File: config.mk
export PLATFORM = sky130hd
export DESIGN_NAME = inv3_merge
export DESIGN_NICKNAME = d
export VERILOG_FILES = /design/src/rtl/inv3_pkg.sv /design/src/rtl/inv3_merge.sv
export SDC_FILE = /design/constraint.sdc
export NUM_CORES = 1
export LEC_CHECK = 0
export BUFFER_PORTS_ARGS = -buffer_cell sky130_fd_sc_hd__buf_2
export CORE_MARGIN = 10
export CORE_UTILIZATION = 25
export DETAILED_ROUTE_END_ITERATION = 8
export PLACE_DENSITY_LB_ADDON = 0.08
export SKIP_LAST_GASP = 1
export SYNTH_ARGS = -nofsm -noshare
export SYNTH_HDL_FRONTEND = slang
export SYNTH_SLANG_ARGS = --single-unit
export TNS_END_PERCENT = 30
File: constraint.sdc
create_clock -name clk -period 6.12 [get_ports clk]
set_clock_uncertainty 0.1 [all_clocks]
set_input_delay 0.918 -clock clk [delete_from_list [all_inputs] [get_ports clk]]
set_output_delay 0.918 -clock clk [all_outputs]
set_load 0.01 [all_outputs]
File: src/rtl/inv3_pkg.sv
// Package with the word types and fixed widths of the 3x3 matrix inverse.
`timescale 1ns / 1ps
package inv3_pkg;

  localparam int ELEM_WIDTH = 16;
  localparam int OUT_WIDTH  = 32;
  // Q8.24 adjugate scaled to Q16.16 against a Q12.36 determinant.
  localparam int FRAC_SHIFT = 28;
  localparam int PROD_W     = 2 * ELEM_WIDTH;
  localparam int ADJ_W      = 2 * ELEM_WIDTH + 1;
  localparam int DPROD_W    = 3 * ELEM_WIDTH + 1;
  localparam int DET_W      = 3 * ELEM_WIDTH + 3;
  localparam int AMAG_W     = 2 * ELEM_WIDTH;
  localparam int DIV_W      = DET_W;
  localparam int QUO_W      = AMAG_W + FRAC_SHIFT;
  localparam int NLANES     = 9;
  localparam int THR_W      = 32;
  localparam logic [1:0] ADDR_THRESH = 2'd0;

  typedef logic signed [ELEM_WIDTH-1:0] elem_t;
  typedef logic signed [OUT_WIDTH-1:0]  oelem_t;

  typedef struct packed {
    elem_t m_r0c0;
    elem_t m_r0c1;
    elem_t m_r0c2;
    elem_t m_r1c0;
    elem_t m_r1c1;
    elem_t m_r1c2;
    elem_t m_r2c0;
    elem_t m_r2c1;
    elem_t m_r2c2;
  } in_t;

  typedef struct packed {
    oelem_t inv_r0c0;
    oelem_t inv_r0c1;
    oelem_t inv_r0c2;
    oelem_t inv_r1c0;
    oelem_t inv_r1c1;
    oelem_t inv_r1c2;
    oelem_t inv_r2c0;
    oelem_t inv_r2c1;
    oelem_t inv_r2c2;
    logic   near_singular;
    logic   saturated;
  } out_t;

  typedef struct packed {
    logic valid;
    logic zero;
    logic near;
  } ctl_t;

endpackage

File: src/rtl/inv3_merge.sv
// Merge stage: signs and saturates the nine quotients into the result word.
`timescale 1ns / 1ps
module inv3_merge (
  input  logic                              clk,
  input  logic                              rst_n,
  input  logic [8:0][inv3_pkg::QUO_W-1:0]   quo_i,
  input  logic [8:0]                        neg_i,
  input  inv3_pkg::ctl_t                    ctl_i,
  output logic                              out_valid,
  output inv3_pkg::out_t                    out_data
);
  import inv3_pkg::*;

  localparam int CW = ((QUO_W > OUT_WIDTH) ? QUO_W : OUT_WIDTH) + 1;
  localparam logic [CW-1:0] NEG_MAX = CW'(1) << (OUT_WIDTH - 1);
  localparam logic [CW-1:0] POS_MAX = NEG_MAX - CW'(1);

  logic [CW-1:0]  qx [9];
  logic [CW-1:0]  lim [9];
  logic [CW-1:0]  v [9];
  logic [CW-1:0]  nv [9];
  logic [8:0]     clip;
  oelem_t         res [9];
  out_t           out_nxt;

  always_comb begin
    for (int k = 0; k < 9; k++) begin
      qx[k]   = CW'(quo_i[k]);
      lim[k]  = neg_i[k] ? NEG_MAX : POS_MAX;
      clip[k] = !ctl_i.zero && (qx[k] > lim[k]);
      v[k]    = (qx[k] > lim[k]) ? lim[k] : qx[k];
      nv[k]   = CW'(0) - v[k];
      if (ctl_i.zero) begin
        res[k] = '0;
      end else begin
        res[k] = neg_i[k] ? nv[k][OUT_WIDTH-1:0] : v[k][OUT_WIDTH-1:0];
      end
    end
    out_nxt.inv_r0c0      = res[0];
    out_nxt.inv_r0c1      = res[1];
    out_nxt.inv_r0c2      = res[2];
    out_nxt.inv_r1c0      = res[3];
    out_nxt.inv_r1c1      = res[4];
    out_nxt.inv_r1c2      = res[5];
    out_nxt.inv_r2c0      = res[6];
    out_nxt.inv_r2c1      = res[7];
    out_nxt.inv_r2c2      = res[8];
    out_nxt.near_singular = ctl_i.near;
    out_nxt.saturated     = |clip;
  end

  always_ff @(posedge clk) begin
    if (!rst_n) begin
      out_valid <= 1'b0;
    end else begin
      out_valid <= ctl_i.valid;
    end
  end

  always_ff @(posedge clk) begin
    out_data <= out_nxt;
  end

`ifndef ASSERT_OFF
  a_zero_det: assert property (@(posedge clk) disable iff (!rst_n)
    ctl_i.valid && ctl_i.zero |=> out_valid && !out_data.saturated &&
      out_data.inv_r0c0 == '0 && out_data.inv_r1c1 == '0 && out_data.inv_r2c2 == '0)
    else $error("zero determinant gave a nonzero result word");
  a_valid_follow: assert property (@(posedge clk) disable iff (!rst_n)
    out_valid |-> $past(ctl_i.valid))
    else $error("result strobe without a word in the last divider stage");
  a_zero_near: assert property (@(posedge clk) disable iff (!rst_n)
    ctl_i.valid && ctl_i.zero && ctl_i.near |=> out_data.near_singular)
    else $error("near singular flag lost at merge");
`endif

endmodule

-- Word level (Yosys, flattened, before mapping)
Index checks and enable logic that the tools add are counted.
- $add $sub $neg: 9
- magnitude comparators: 9
- muxes and demuxes: 27
- reductions and logical operators: 11
- operator list (kind ; count):
    $mux W32 ; 27
    $gt A60 B32 Y1 ; 9
    $sub A1 B32 Y32 const A ; 9
    $logic_and A1 B1 Y1 ; 9
    $reduce_or A9 Y1 ; 1
    $logic_not A1 Y1 ; 1
- register bits: 291
- input bits: 554
- output and inout bits: 291
- word-level logic and storage cells: 68

-- Depth between registers and ports, before layout
Gate-level depths: netlist of run 1.
- word-level depth: 5
- mapped depth: 24
- gate-level depth less buffers: 20

-- Worst setup path before layout of run 1
No wires, ideal clock.
- path kind: input port to flip-flop
- start: input neg_i[5]
- end: register out_data[128] (netlist bit)
- setup time: 115 ps
- arrival time: 5760 ps
- data required time: 5905 ps
- slack: 146 ps
- stages: 21
- buffers on the path: 4
- cell sequence: inv_1 > clkbuf_1 > clkbuf_1 > ha_1 > and4_1 > and3_1 > mux2_2 > a32oi_1 > clkbuf_1 > clkbuf_1 > nor2_1 > a21oi_1 > ha_1 > nand3b_1 > nand2b_4 > or3_4 > or2_2 > or3_4 > nor4_1 > o21ai_0 > a2111oi_0
- longest elaborated chain between the ends: 5
- ends and longest elaborated chain (what ; RTL line ; source):
    from (decl) ; inv3_merge.sv:7 ; input logic [8:0] neg_i,
    $mux W32 ; inv3_merge.sv:29 ; lim[k] = neg_i[k] ? NEG_MAX : POS_MAX;
    $gt A60 B32 Y1 ; inv3_merge.sv:31 ; v[k] = (qx[k] > lim[k]) ? lim[k] : qx[k];
    $mux W32 ; inv3_merge.sv:31 ;
    $sub A1 B32 Y32 ; inv3_merge.sv:32 ; nv[k] = CW'(0) - v[k];
    $mux W32 (*) ; inv3_merge.sv:36 ; res[k] = neg_i[k] ? nv[k][OUT_WIDTH-1:0] : v[k][OUT_WIDTH-1:0];
    to (signal assigned) ; inv3_merge.sv:61 ; out_data <= out_nxt;
    to (decl) ; inv3_merge.sv:10 ; output inv3_pkg::out_t out_data
Mark *: on every way between the ends. The rest lies on a longest branch, timed or not.
A chain may end at the register's enable or synchronous reset.

-- Worst setup path in the final report of run 1
Same ends and word-level chain as after synthesis.

==> results of run 1 <==
[cells in the final DEF, fill, tap and decap left out, types with 10 or more instances in the layout]
| cell | instances |
|---|---|
| inv_1 | 42 |
| nor2_1 | 294 |
| nor4_1 | 126 |
| or3_1 | 56 |
| xor2_1 | 11 |
| or4_1 | 22 |
| mux2i_1 | 58 |
| and3_1 | 10 |
| nor2b_1 | 24 |
| nor3_1 | 189 |
| nand3_1 | 53 |
| diode_2 | 19 |
| nand2b_1 | 25 |
| a31oi_1 | 27 |
| buf_2 | 843 |
| and2_1 | 11 |
| o311ai_0 | 10 |
| o211ai_1 | 17 |
| o221a_2 | 12 |
| dfxtp_1 | 291 |
| o22a_1 | 14 |
| and4_1 | 10 |
| nand4_1 | 83 |
| a211oi_1 | 96 |
| nand2_1 | 215 |
| o21a_1 | 53 |
| o21ai_0 | 274 |
| mux2_2 | 17 |
| o31ai_1 | 29 |
| buf_4 | 77 |
| nand3b_1 | 18 |
| or2_2 | 82 |
| a21oi_1 | 294 |
| a221oi_1 | 22 |
| a21o_1 | 99 |
| ha_1 | 297 |
| clkbuf_16 | 45 |
[final cells by class]
| cell class | instances | area [um^2] |
|---|---|---|
| inverter | 47 | 176.4 |
| multi-input combinational | 2688 | 17870 |
| fill | 10630 | 65180 |
| sequential | 291 | 5826 |
| tap | 1276 | 1597 |
| antenna | 19 | 47.55 |
| clock inverter | 12 | 166.4 |
| clock buffer | 59 | 1259 |
| timing repair buffer | 924 | 4872 |
[power groups by stage]
stage	combinational (uW)	sequential, uW	clock [uW]
after floorplan	640	2150	0
after global placement	1460	2100	0
after detailed placement	1460	2100	0
after CTS	1470	2060	2700
after global routing	1630	2070	2760
final	1450	2050	2590
[worst max path at each step]
stage                     startpoint             to  slack, ns  cells past startpoint
after floorplan             neg_i[5]  out_data[128]       0.15                     21
after detailed placement    neg_i[5]  out_data[128]       0.38                     19
after global routing        neg_i[5]  out_data[128]       0.49                     19
final                       neg_i[5]  out_data[128]       0.99                     19
after global placement      neg_i[5]  out_data[128]       0.46                     19
after CTS                   neg_i[5]  out_data[128]       1.01                     19
[per-layer routing]
layer,global-route usage,wire length (um),up-vias
met5,0,140,-
met4,0.05065,2876,22
met3,0.05845,8379,159
met2,0.3397,55450,796
met1,0.2520,51830,12830
li1,-,-,13810
[flip-flops by register name, summed over array words and instances (netlist names)]
register   count
out_data     290
out_valid      1
[cells by family (layout without fill, tap and decap cells)]
logic type	Yosys count	after routing
XOR/XNOR	20	20
multiplexers	76	76
buffers and inverters	227	1042
AND/OR/NAND/NOR	1263	1263
AO/OA/AOI/OAI	1032	1032
other	0	19
adder cells (fa/ha/maj)	297	297
flip-flops	291	291
[metrics by stage]
stage                 util  instances  area [um^2]
floorplan                -       3206        24500
global placement    0.3128       5226        30340
detailed placement  0.3128       5226        30340
CTS                 0.3275       5297        31770
global route        0.3278       5308        31800
finish              0.3280       5316        31820
==> tab_implementation.tex, run 1 <==
\begin{tabular}{lr}
\hline
Metric & Value \\
\hline
\multicolumn{2}{l}{\textbf{Outcome}} \\
\quad Status & finished clean \\
\multicolumn{2}{l}{\textbf{Synthesis}} \\
\quad Summed instance area of the synthesized netlist & roughly 25000 um\^{}2 \\
\quad Area fraction of the dominant cell type after synthesis & 0.2377 \\
\quad Most frequent cell after synthesis & ha\_1 \\
\quad Dominant register cell in the synthesized netlist & dfxtp\_1 \\
\quad Leading cell types by count after synthesis & ha\_1, a21oi\_1, nor2\_1, dfxtp\_1, o21ai\_0 \\
\quad Area share of fa/ha/maj cells after synthesis & 0.1517 \\
\quad Top cells by area in the synthesized netlist & dfxtp\_1, ha\_1, a21oi\_1, o21ai\_0, nor2\_1 \\
\quad Count of flip-flops with a built-in enable after synthesis & 0 \\
\quad Post-synthesis sequential area ratio & 0.2377 \\
\quad Largest family of logic cells by synthesized area & simple AND/OR/NAND/NOR gates \\
\quad Post-synthesis sequential element count & 291 \\
\quad Yosys synthesis warning count & 0 \\
\quad Xor and xnor area share after synthesis & 0.007149 \\
\quad Post-Synth Simple-Gate Area & 0.2686 \\
\quad Post-synth cell types & just under 90 \\
\quad Multiplexer share of the synthesized area & 0.03196 \\
\quad Post-Synthesis Net Count & 4057 \\
\quad Mean post-synth cell area & 7.643 um\^{}2 \\
\quad Synth area leader & dfxtp\_1 \\
\quad Post-synthesis cell count & roughly 3200 \\
\quad Share of synthesized flip-flops with an asynchronous set or reset & 0 \\
\quad Post-synthesis compound-gate area fraction & 0.2656 \\
\multicolumn{2}{l}{\textbf{Clock network}} \\
\quad Post CTS Setup Buffer Count & 0 \\
\quad Clock buffers created by TritonCTS & 42 \\
\quad Hold buffer count at cts & 0 \\
\quad Clock Tree Root & clkbuf\_16 \\
\quad CTS H-tree lvls & 2 \\
\quad Clock-pin slew reported for the worst setup and hold paths after clock tree synthesis & 0.06 ns \\
\quad Number of cells upsized or downsized after cts & 0 \\
\quad CTS tree & done \\
\quad CTS Buffer Depth & 3 \\
\quad Number of clock sinks seen by CTS & $\sim$290 \\
\multicolumn{2}{l}{\textbf{Worst setup path}} \\
\quad Worst Path Required & $\sim$6.5 ns \\
\quad Nature of the critical path startpoint & input pin \\
\quad Number of buffers and inverters on the critical path & 2 \\
\quad Critical-path top delay cell & buf\_2 \\
\quad CP top delay family & compound AO/OA/AOI/OAI gates \\
\quad Endpoint arrival time on the critical path & 5.50 ns \\
\quad Setup crit end kind & flop \\
\quad Maximum net fanout on the critical path & 28 \\
\quad Max incr delay on CP & 0.43 ns \\
\quad Critical path, cell by cell & buf\_2 -> buf\_4 -> ha\_1 -> a21oi\_1 -> nor2\_1 -> a211oi\_1 -> o21ai\_0 -> o31ai\_1 -> a32oi\_4 -> a21oi\_1 -> ha\_1 -> nand3b\_1 -> nand2b\_4 -> or3\_4 -> or2\_2 -> or3\_4 -> nor4\_1 -> o21ai\_0 -> a2111oi\_0 \\
\quad Critical path class & in2reg \\
\multicolumn{2}{l}{\textbf{Global route}} \\
\quad Largest net degree at the start of global routing & 147 \\
\quad Wire length of the first global-routing pass & 176300 um \\
\quad Number of antenna violations at the first check in global routing & 46 \\
\quad GR Util All Layers & 0.2025 \\
\quad Via count of the first global-routing pass & 27220 \\
\quad Grt total ovfl & 0 \\
\multicolumn{2}{l}{\textbf{Place}} \\
\quad Final weighted congestion in routability-driven placement & 0.8428 \\
\quad Post-placement worst setup slack & 0.3775 ns \\
\quad \# port buffers & roughly 840 \\
\quad DP Wirelength & 94010 um \\
\multicolumn{2}{l}{\textbf{Detailed routing}} \\
\quad Number of routed nets with antenna violations & 0 \\
\quad Number of iterations in the first detailed-routing pass & 5 \\
\quad Average vias per placed instance & 5.195 \\
\quad Detailed Route WL & 118700 um \\
\quad Vias after detailed routing & 27620 \\
\quad Post-route DRC violation count & 0 \\
\quad Violation count after the first detailed-routing iteration & about 1800 \\
\quad Post-DR wirelength/cell & $\sim$22 um \\
\multicolumn{2}{l}{\textbf{Power and ir drop}} \\
\quad Clock network fraction of design power & 0.424 \\
\quad Static leakage power & between 0.01 and 0.015 uW \\
\quad Share of total power consumed by net switching & 0.3151 \\
\quad Part of the total power dissipated in sequential elements & 0.337 \\
\quad Net load switching power & about 1900 uW \\
\quad Overall power & 6091 uW \\
\quad PwrDens & 191.5 nW/um\^{}2 \\
\quad Share of total power in combinational logic & 0.238 \\
\quad Internal & about 4200 uW \\
\quad Peak supply drop & 0.1713 mV \\
\multicolumn{2}{l}{\textbf{Timing}} \\
\quad Slew of the pin with the lowest slew margin & about 1.2 ns \\
\quad Final hold viol count & 0 \\
\quad Setup repair after global routing missed its margin & false \\
\quad Ratio of final minimum period to clock period & 0.8374 \\
\quad Accumulated negative setup slack & 0 ns \\
\quad Fin Hold WS & approximately 0.32 ns \\
\quad Max Slew Vio Count & 0 \\
\quad Upper clock frequency limit & 195.1 MHz \\
\quad Smallest setup slack after layout & slightly below 1 ns \\
\quad Fin crit period & 5.125 ns \\
\quad Setup Viol. Count Final & 0 \\
\quad Normalized max-slew margin & 0.2155 \\
\multicolumn{2}{l}{\textbf{Worst hold path}} \\
\quad Worst Hold End & out\_data[1] \\
\quad Worst min-delay path startpoint & ctl\_i[0] \\
\quad Worst min path class & in2reg \\
\quad Number of stages on the worst hold path & 1 \\
\multicolumn{2}{l}{\textbf{Die}} \\
\quad Core Rows & 114 \\
\quad Die Y & approximately 330 um \\
\quad Die area & 110900 um\^{}2 \\
\quad Die W & about 330 um \\
\quad Initial Util & 0.2526 \\
\quad Total I/O pin count & around 850 \\
\quad Placeable core region & $\sim$97000 um\^{}2 \\
\multicolumn{2}{l}{\textbf{Layout}} \\
\quad Fraction of final layout cells sized beyond drive strength 1 & 0.2838 \\
\quad Area Growth Syn to Fin & 29.84\% \\
\quad Number of nets in the layout & 4845 \\
\multicolumn{2}{l}{\textbf{Job}} \\
\quad MaxCap Viol Count & 0 \\
\hline
\end{tabular}
(Power assumes the default switching activity.)
==> inputs of run 2 (changes only) <==
clock period = 4.7 ns   (was 6.12 ns; I/O delays follow)
==> tab_implementation.tex, run 2 (same netlist as run 1, synthesis figures left out) <==
\begin{tabular}{lr}
\hline
Metric & Value \\
\hline
\multicolumn{2}{l}{\textbf{Outcome}} \\
\quad Status & finished clean \\
\multicolumn{2}{l}{\textbf{Global route}} \\
\quad Grt total ovfl & 0 \\
\quad GR Util All Layers & 0.1990 \\
\quad Wire length of the first global-routing pass & 175400 um \\
\quad Met3 global-route usage & 0.05248 \\
\quad Via count of the first global-routing pass & 28010 \\
\quad Largest net degree at the start of global routing & $\sim$120 \\
\quad Global Route met1 Usage & 0.2398 \\
\quad Busiest metal layer after global routing & met2 \\
\quad Met2 Usage GRT & 0.3509 \\
\quad Number of antenna violations at the first check in global routing & 40 \\
\multicolumn{2}{l}{\textbf{Worst setup path}} \\
\quad Setup crit end kind & flop \\
\quad Critical path class & in2reg \\
\quad Endpoint arrival time on the critical path & 4.89 ns \\
\quad Nature of the critical path startpoint & input pin \\
\quad Worst Path Required & 5.09 ns \\
\quad Maximum net fanout on the critical path & 7 \\
\quad Worst setup path start & neg\_i[5] \\
\quad Worst setup endpoint & out\_data[122] \\
\multicolumn{2}{l}{\textbf{Power and ir drop}} \\
\quad Peak supply drop & $\sim$0.22 mV \\
\quad Part of the total power dissipated in sequential elements & 0.339 \\
\quad Static leakage power & $\sim$0.015 uW \\
\quad Share of total power in combinational logic & 0.256 \\
\quad Share of total power consumed by net switching & 0.3230 \\
\quad Net load switching power & 2545 uW \\
\quad Clock network fraction of design power & 0.405 \\
\quad PwrDens & about 230 nW/um\^{}2 \\
\quad Internal & 5335 uW \\
\multicolumn{2}{l}{\textbf{Die}} \\
\quad Initial Util & 0.2526 \\
\quad Total I/O pin count & 845 \\
\quad Die W & 333.1 um \\
\quad Die area & 110900 um\^{}2 \\
\quad Core Rows & 114 \\
\quad Die Y & between 300 and 400 um \\
\quad Placeable core region & 96990 um\^{}2 \\
\multicolumn{2}{l}{\textbf{Place}} \\
\quad Final weighted congestion in routability-driven placement & $\sim$0.87 \\
\quad \# port buffers & 844 \\
\quad Post-placement worst setup slack & -0.6050 ns \\
\quad DP Wirelength & 93640 um \\
\multicolumn{2}{l}{\textbf{Timing}} \\
\quad Final hold viol count & 0 \\
\quad Setup Viol. Count Final & 0 \\
\quad Upper clock frequency limit & 222.1 MHz \\
\quad Max Slew Vio Count & 0 \\
\quad Smallest setup slack after layout & 0.1980 ns \\
\quad Setup repair after global routing missed its margin & true \\
\quad Ratio of final minimum period to clock period & 0.9579 \\
\quad Normalized max-slew margin & 0.3868 \\
\quad Fin crit period & 4.502 ns \\
\quad Slew of the pin with the lowest slew margin & approximately 0.9 ns \\
\multicolumn{2}{l}{\textbf{Job}} \\
\quad MaxCap Viol Count & 0 \\
\multicolumn{2}{l}{\textbf{Detailed routing}} \\
\quad Number of routed nets with antenna violations & 0 \\
\quad Detailed Route WL & 116400 um \\
\quad Average vias per placed instance & 5.117 \\
\quad Number of iterations in the first detailed-routing pass & 5 \\
\quad Vias after detailed routing & 28220 \\
\quad Post-DR wirelength/cell & between 20 and 25 um \\
\quad Violation count after the first detailed-routing iteration & 1492 \\
\quad Post-route DRC violation count & 0 \\
\multicolumn{2}{l}{\textbf{Layout}} \\
\quad Fraction of final layout cells sized beyond drive strength 1 & 0.3258 \\
\quad Most frequent standard cell in the layout excluding fill and tap cells & buf\_2 \\
\quad Highest-count cells in the layout ignoring fill and taps & buf\_2, nor2\_1, a21oi\_1 \\
\quad Area Growth Syn to Fin & 37.06\% \\
\quad Number of nets in the layout & 5050 \\
\quad Most flops, register & out\_data \\
\quad Core occupancy in the finished layout & 0.3463 \\
\quad Registers with the most flip-flops & out\_data: 290 flops, out\_valid: 1 flops \\
\quad Fill cells & 10580 \\
\quad Flip-flop count of the largest register, all copies and words added & 290 \\
\multicolumn{2}{l}{\textbf{Clock network}} \\
\quad Clock-pin slew reported for the worst setup and hold paths after clock tree synthesis & 0.06 ns \\
\quad CTS Buffer Depth & 3 \\
\quad CTS H-tree lvls & 2 \\
\quad Clock Tree Root & clkbuf\_16 \\
\quad CTS tree & done \\
\quad Clock buffers created by TritonCTS & 42 \\
\quad Number of clock sinks seen by CTS & around 290 \\
\multicolumn{2}{l}{\textbf{Worst hold path}} \\
\quad Worst min path class & in2reg \\
\hline
\end{tabular}
run 2: changes by cell type in the layout (fill, tap and decap cells not counted), sizes merged:
| cell | delta |
|---|---|
| clkbuf | -3 |
| clkinv | +3 |
| inv | +1 |
| bufinv | -2 |
| diode | -7 |
| buf | +204 |
| clkinvlp | +3 |
run 2: final cells by class:
cell class | instances | area [um^2] | share of cell area
Timing Repair Buffer | 1129 | 6506 | 0.1937
Inverter | 47 | 181.4 | 0.005402
Tap cell | 1276 | 1597 | 0.04754
Clock buffer | 55 | 1171 | 0.03487
Clock inverter | 17 | 163.9 | 0.004880
Sequential cell | 291 | 5826 | 0.1735
Antenna cell | 12 | 30.03 | 0.0008941
Multi-Input combinational cell | 2688 | 18110 | 0.5392
run 2: worst max-delay path, cell delays in order:
cell      delay (ns)
buf_4           0.16
buf_12          0.15
buf_4           0.14
ha_4            0.20
nand4_1         0.16
nor4_4          0.06
and4_4          0.19
and3_1          0.18
mux2_4          0.28
a32oi_4         0.30
mux2i_1         0.24
ha_2            0.21
nand3b_1        0.10
nand2b_4        0.16
or3_4           0.40
or2_4           0.26
or3_4           0.38
buf_4           0.15
o41ai_4         0.21
xnor2_1         0.09
o21a_1          0.16
run 2: worst min-delay path by stage:
stage,from,endpoint,cells after the start
finish,ctl_i[0],out_data[1],1
global placement,ctl_i[0],out_data[1],1
CTS,ctl_i[0],out_data[1],1
floorplan,ctl_i[0],out_data[1],0
global route,ctl_i[0],out_data[1],1
detailed placement,ctl_i[0],out_data[1],1
run 2: what timing repair did:
item	in CTS	in global routing
hold endpoints to repair	0	0
setup buffers	0	4
hold buffers	0	0
setup endpoints to repair	0	5
resized for setup	0	13
run 2: power groups by stage:
stage	Sequential, uW	Clock, uW	Combinational [uW]
3_5_place_dp	2730	0	2020
3_3_place_gp	2730	0	2020
2_1_floorplan	2800	0	847
4_1_cts	2680	3340	2030
6_report	2670	3190	2010
5_1_grt	2690	3420	2260
run 2: per-layer routing:
metal / routed length (um) / part of all wire
met1: 49930 / 0.43
met2: 57190 / 0.49
met3: 6998 / 0.060
met4: 2046 / 0.018
met5: 213 / 0.0018
run 2: through the flow:
step	instances	cell area, um^2	TNS (ns)	hold slack (ns)	total power [uW]
6_report	5515	33580	0	0.1024	7880
4_1_cts	5498	33450	0	0.04643	8048
3_3_place_gp	5426	32110	-2.833	0.7082	4745
2_1_floorplan	3206	24840	-1.217	0.6327	3642
3_5_place_dp	5426	32110	-3.607	0.7086	4745
5_1_grt	5510	33570	-0.005183	0.05873	8366
